<file path="src/rtl/positional_list_engine_assert.svh">
// Assertion macros for the positional list engine.
// Included by the RTL files that carry concurrent checks; no dependencies.
`ifndef POSITIONAL_LIST_ENGINE_ASSERT_SVH
`define POSITIONAL_LIST_ENGINE_ASSERT_SVH

// Check that the consequent holds in the same cycle as the antecedent
`define PLE_ASSERT_SAME(lbl, clk, rst, ante, cons) \
   lbl: assert property (@(posedge clk) disable iff (rst) (ante) |-> (cons)) \
      else $error("positional list engine: same-cycle check failed");

// Check that the consequent holds in the cycle after the antecedent
`define PLE_ASSERT_NEXT(lbl, clk, rst, ante, cons) \
   lbl: assert property (@(posedge clk) disable iff (rst) (ante) |=> (cons)) \
      else $error("positional list engine: next-cycle check failed");

`endif

</file>
<file path="src/rtl/plist_pkg.sv">
// Shared types and constants for the positional list engine.
// No dependencies; used by the channel interfaces, cells, segments and top level.
`default_nettype none

package plist_pkg;

   // Field widths of the request and response items
   localparam int unsigned KIND_W    = 3;
   localparam int unsigned POS_W     = 7;
   localparam int unsigned VALUE_W   = 32;
   localparam int unsigned STATUS_W  = 2;
   localparam int unsigned COUNT_W   = 7;

   // Default list capacity and number of cells between read bus registers
   localparam int unsigned CAPACITY_DEF = 64;
   localparam int unsigned SEG_LEN      = 8;

   typedef enum logic [KIND_W-1:0] {
      KIND_INSERT    = 3'd0,
      KIND_REMOVE    = 3'd1,
      KIND_READ      = 3'd2,
      KIND_OVERWRITE = 3'd3,
      KIND_CLEAR     = 3'd4
   } kind_type;

   typedef enum logic [STATUS_W-1:0] {
      STATUS_OK      = 2'd0,
      STATUS_BAD_POS = 2'd1,
      STATUS_FULL    = 2'd2
   } status_type;

   // Control broadcast to every cell of the chain
   typedef struct packed {
      logic                      shift_up;
      logic                      shift_down;
      logic                      write;
      logic                      read_en;
      logic [POS_W-1:0]          pos;
      logic signed [VALUE_W-1:0] value;
   } cell_ctrl_type;

endpackage

`default_nettype wire

</file>
<file path="src/rtl/plist_cell.sv">
// One list cell: holds a single entry and shifts, loads or holds it each cycle.
// Depends on plist_pkg for the control struct and widths.
`default_nettype none

module plist_cell #(
   parameter int unsigned IDX = 0
) (
   input  wire                                   clock,
   input  wire plist_pkg::cell_ctrl_type         ctrl,
   input  wire signed [plist_pkg::VALUE_W-1:0]   left_in,
   input  wire signed [plist_pkg::VALUE_W-1:0]   right_in,
   input  wire signed [plist_pkg::VALUE_W-1:0]   rd_in,
   output logic signed [plist_pkg::VALUE_W-1:0]  entry_out,
   output logic signed [plist_pkg::VALUE_W-1:0]  rd_out
);

   localparam int unsigned IDX_W = (IDX > 0) ? $clog2(IDX + 1) : 1;
   localparam int unsigned CW    = (IDX_W > plist_pkg::POS_W) ? IDX_W : plist_pkg::POS_W;
   localparam logic [CW-1:0] IDX_C = CW'(IDX);

   logic signed [plist_pkg::VALUE_W-1:0] entry_ff;
   logic signed [plist_pkg::VALUE_W-1:0] entry_in;
   logic [CW-1:0]                        pos_x;
   logic                                 at_pos;
   logic                                 above_pos;

   assign pos_x     = CW'(ctrl.pos);
   assign at_pos    = (IDX_C == pos_x);
   assign above_pos = (IDX_C > pos_x);

   // Take the left neighbor on insert, the right neighbor on remove, or the new value
   always_comb begin
      entry_in = entry_ff;
      if (ctrl.shift_up) begin
         if (above_pos) begin
            entry_in = left_in;
         end else if (at_pos) begin
            entry_in = ctrl.value;
         end
      end else if (ctrl.shift_down) begin
         if (above_pos || at_pos) begin
            entry_in = right_in;
         end
      end else if (ctrl.write && at_pos) begin
         entry_in = ctrl.value;
      end
   end

   always_ff @(posedge clock) begin
      entry_ff <= entry_in;
   end

   // Drive the read bus when this cell is addressed, else pass it along
   assign rd_out    = (ctrl.read_en && at_pos) ? entry_ff : rd_in;
   assign entry_out = entry_ff;

endmodule

`default_nettype wire

</file>
<file path="src/rtl/plist_seg.sv">
// A run of list cells with a register on the outgoing read bus.
// Depends on plist_pkg and plist_cell.
`default_nettype none

module plist_seg #(
   parameter int unsigned BASE = 0,
   parameter int unsigned LEN  = plist_pkg::SEG_LEN
) (
   input  wire                                   clock,
   input  wire plist_pkg::cell_ctrl_type         ctrl,
   input  wire signed [plist_pkg::VALUE_W-1:0]   left_in,
   input  wire signed [plist_pkg::VALUE_W-1:0]   right_in,
   input  wire signed [plist_pkg::VALUE_W-1:0]   rd_in,
   output logic signed [plist_pkg::VALUE_W-1:0]  first_out,
   output logic signed [plist_pkg::VALUE_W-1:0]  last_out,
   output logic signed [plist_pkg::VALUE_W-1:0]  rd_out
);

   logic signed [plist_pkg::VALUE_W-1:0] entry [LEN];
   logic signed [plist_pkg::VALUE_W-1:0] rd    [LEN];
   logic signed [plist_pkg::VALUE_W-1:0] rd_ff;

   // Chain the cells: entries pass between neighbors, read bus runs low to high
   for (genvar i = 0; i < LEN; i++) begin : g_cell
      logic signed [plist_pkg::VALUE_W-1:0] left_c;
      logic signed [plist_pkg::VALUE_W-1:0] right_c;
      logic signed [plist_pkg::VALUE_W-1:0] rd_c;

      if (i == 0) begin : g_first
         assign left_c = left_in;
         assign rd_c   = rd_in;
      end else begin : g_inner
         assign left_c = entry[i-1];
         assign rd_c   = rd[i-1];
      end

      if (i == LEN - 1) begin : g_last
         assign right_c = right_in;
      end else begin : g_mid
         assign right_c = entry[i+1];
      end

      plist_cell #(
         .IDX (BASE + i)
      ) u_cell (
         .clock     (clock),
         .ctrl      (ctrl),
         .left_in   (left_c),
         .right_in  (right_c),
         .rd_in     (rd_c),
         .entry_out (entry[i]),
         .rd_out    (rd[i])
      );
   end

   // Register the read bus at the end of the run
   always_ff @(posedge clock) begin
      rd_ff <= rd[LEN-1];
   end

   assign first_out = entry[0];
   assign last_out  = entry[LEN-1];
   assign rd_out    = rd_ff;

endmodule

`default_nettype wire
</file>
<file path="config.mk">
export PLATFORM = sky130hd
export DESIGN_NAME = plist_seg
export DESIGN_NICKNAME = d
export VERILOG_FILES = /design/src/rtl/positional_list_engine_assert.svh /design/src/rtl/plist_pkg.sv /design/src/rtl/plist_cell.sv /design/src/rtl/plist_seg.sv
export SDC_FILE = /design/constraint.sdc
export NUM_CORES = 1
export LEC_CHECK = 0
export BUFFER_PORTS_ARGS = -buffer_cell sky130_fd_sc_hd__buf_2
export CAP_MARGIN = 20
export CORE_ASPECT_RATIO = 1.1
export CORE_UTILIZATION = 39
export DETAILED_ROUTE_END_ITERATION = 16
export GPL_TIMING_DRIVEN = 1
export SLEW_MARGIN = 20
export SYNTH_ARGS = -nofsm -noshare
export SYNTH_HDL_FRONTEND = slang
export SYNTH_SLANG_ARGS = --single-unit
</file>
<file path="constraint.sdc">
create_clock -name clock -period 4.9 [get_ports clock]
set_input_delay 0.245 -clock clock [delete_from_list [all_inputs] [get_ports clock]]
set_output_delay 0.245 -clock clock [all_outputs]
set_load 0.02 [all_outputs]
</file>
==> results.yml <==
detailed_routing:
  wl_per_cell_um: 25.97
  routed_wl_um: 64460
  num_vias: 15230
  dr.pass1.iters: 11
  drt_iter0_markers: 1640
  viasPerCell: 6.136
  drc_errors: 0
  ant_nets: 0
worst_setup_path:
  cp_max_fo: 41
  cp.arrival_ns: 3.13
  required_ns: 5.27
  path_class: "input port to flip-flop"
  crit_path_end_kind: "flip-flop"
  start_kind: "input port"
placed_design:
  gp_congestion: 0.8107
  io_buffer_count: 203
  hpwlAfterDp_um: 38960
  place_ws_ns: 1.645
hold_path:
  hp-class: "input port to flip-flop"
synth:
  ys_ff_latch: 288
  ys_warn_count: 0
  synth_cell_types: 56
  synthesis.area_mm2: 0.01881
  synth_fp_nets: 1858
  synth_edf_count: 256
  synth_area_per_cell_um2: 10.95
  yosysSeqAreaShare: 0.4427
  synthArstFlopShare: 0
  synthCells: 1718
  ys.flop_type: "edfxtp_1"
cts:
  htreeDepth: 2
  cts_tree: "done"
  cts_setup_buffers: 0
  cts_resized: 0
  clockBufferDepth: 3
  clk_latency_ns: 0.54
  cts_made_buffers: 34
  cts.sinks: 288
  cts_hold_buf: 0
  clk_pin_slew_ns: 0.06
  cts-root-buf: "clkbuf_16"
final_layout:
  drive_above_1_share: 0.2236
  area_growth_pct: 14.05
  mostFrequentLayoutCells: "mux2i_1 (478), edfxtp_1 (256), o21ai_0 (222)"
  finalCoreUtilization: 0.4497
  nets: 1949
  layout_commonest_cell: "mux2i_1"
floorplan:
  dieArea_mm2: 0.04912
  die_x_um: 211.4
  start_util: 0.3942
  fp.dieH_um: 232.3
  row_count: 84
  design.core.area_mm2: 0.04772
  boundaryPins: 236
power:
  vdd_ir_drop_max_v: 0.0001684
  p_leak_uw: 0.008195
  p_per_area_mw_per_mm2: 292.8
job:
  maxCapViolCount: 0
timing:
  drv_slew: 0
  fmax_ghz: 0.3616
  hold_violations: 0
  relSlewSlack: 0.3114
  worst_slack_ns: 2.134
  tightest_slew_ns: 1.033
  rsz0062_at_grt: "false"
  fin_crit_ns: 2.766
  timing.final.crit_share: 0.5645
  setup_tns_ns: 0
  setup_viol: 0
  finClkSkew_ns: 0.01476
grt:
  first_global_vias: 14670
  grt_overflow: 0
  grt_first_pass_wirelength_um: 94990
  antenna_found_initial: 4
  grt_max_degree: 120
  grt.total_usage: 0.2561
run_status:
  status: "completed"
## registers in the layout, indices dropped and copies added (netlist names)
| signal | count |
|---|---|
| g_cell.u_cell.entry_out | 256 |
| rd_out | 32 |
## layout make-up
class                      count  area (um^2)
fill                        4533        26260
multi-input combinational   1240         9779
sequential                   288         8328
timing repair buffer         240         1354
clock buffer                  52         1085
tap                          645        807.0
clock inverter                 9        71.32
inverter                       5        23.77
antenna                        3        7.507
## power breakdown
part	total [uW]	switching, uW	internal, uW
Combinational	849	521	328
Sequential	2770	25.1	2740
Clock	2660	1080	1580
Total	6280	1630	4650
## metrics by stage
| stage | cells | hold slack (ns) | power [uW] | cell area (um^2) |
|---|---|---|---|---|
| after floorplan | 1718 | 0.4092 | 3406 | 18810 |
| after global placement | 2418 | 0.5172 | 3639 | 20280 |
| final | 2482 | 0.05750 | 6282 | 21460 |
| after detailed placement | 2418 | 0.5222 | 3659 | 20280 |
| after CTS | 2479 | 0.03658 | 6304 | 21440 |
| after global routing | 2479 | 0.06969 | 6463 | 21450 |
## per-layer routing
metal	up-vias	track usage	routed length, um
met1	7610	0.3527	27810
met2	688	0.4055	29790
met4	4	0.08356	1858
met5	-	0	28
li1	6812	-	-
met3	115	0.04463	4975
## critical path, cell delays in order
cell and delay (ns):
buf_2 0.53, nand2b_2 0.91, buf_4 0.43, nor4b_1 0.09
o31a_1 0.33, o32ai_1 0.56
## cell usage after synthesis (19+ instances only)
| library cell | instances | share of area |
|---|---|---|
| o21ai_0 | 222 | 0.059 |
| nor4b_1 | 19 | 0.0088 |
| a21oi_1 | 64 | 0.017 |
| edfxtp_1 | 256 | 0.41 |
| buf_2 | 58 | 0.015 |
| o31a_1 | 20 | 0.0093 |
| nand2_1 | 53 | 0.011 |
| or2_2 | 35 | 0.012 |
| mux2i_1 | 478 | 0.25 |
| nor2_1 | 56 | 0.011 |
| nand2b_1 | 22 | 0.0073 |
| o32ai_1 | 19 | 0.0088 |
| nor4_1 | 20 | 0.0067 |
| buf_1 | 26 | 0.0052 |
| a211oi_1 | 74 | 0.030 |
| mux2_2 | 56 | 0.034 |
| dfxtp_1 | 32 | 0.034 |
| clkbuf_1 | 83 | 0.017 |
## final timing paths
path | from | endpoint | slack, ns | cells past startpoint
worst min register to register | g_cell[3].u_cell.entry_out[5] | rd_out[5] | 0.53 | 2
worst min-delay path | right_in[30] | g_cell[7].u_cell.entry_out[30] | 0.06 | 3
worst max register to register | g_cell[0].u_cell.entry_out[16] | rd_out[16] | 3.30 | 3
worst max-delay path | ctrl[34] | rd_out[16] | 2.13 | 6
## logic make-up after synthesis
group / Yosys count / synth area share
buffers and inverters: 190 / 0.04616
AOI/OAI and AO/OA: 464 / 0.1522
muxes: 534 / 0.2879
and+or+nand+nor: 242 / 0.07110
DFF: 288 / 0.4427
(Power assumes the default switching activity.)
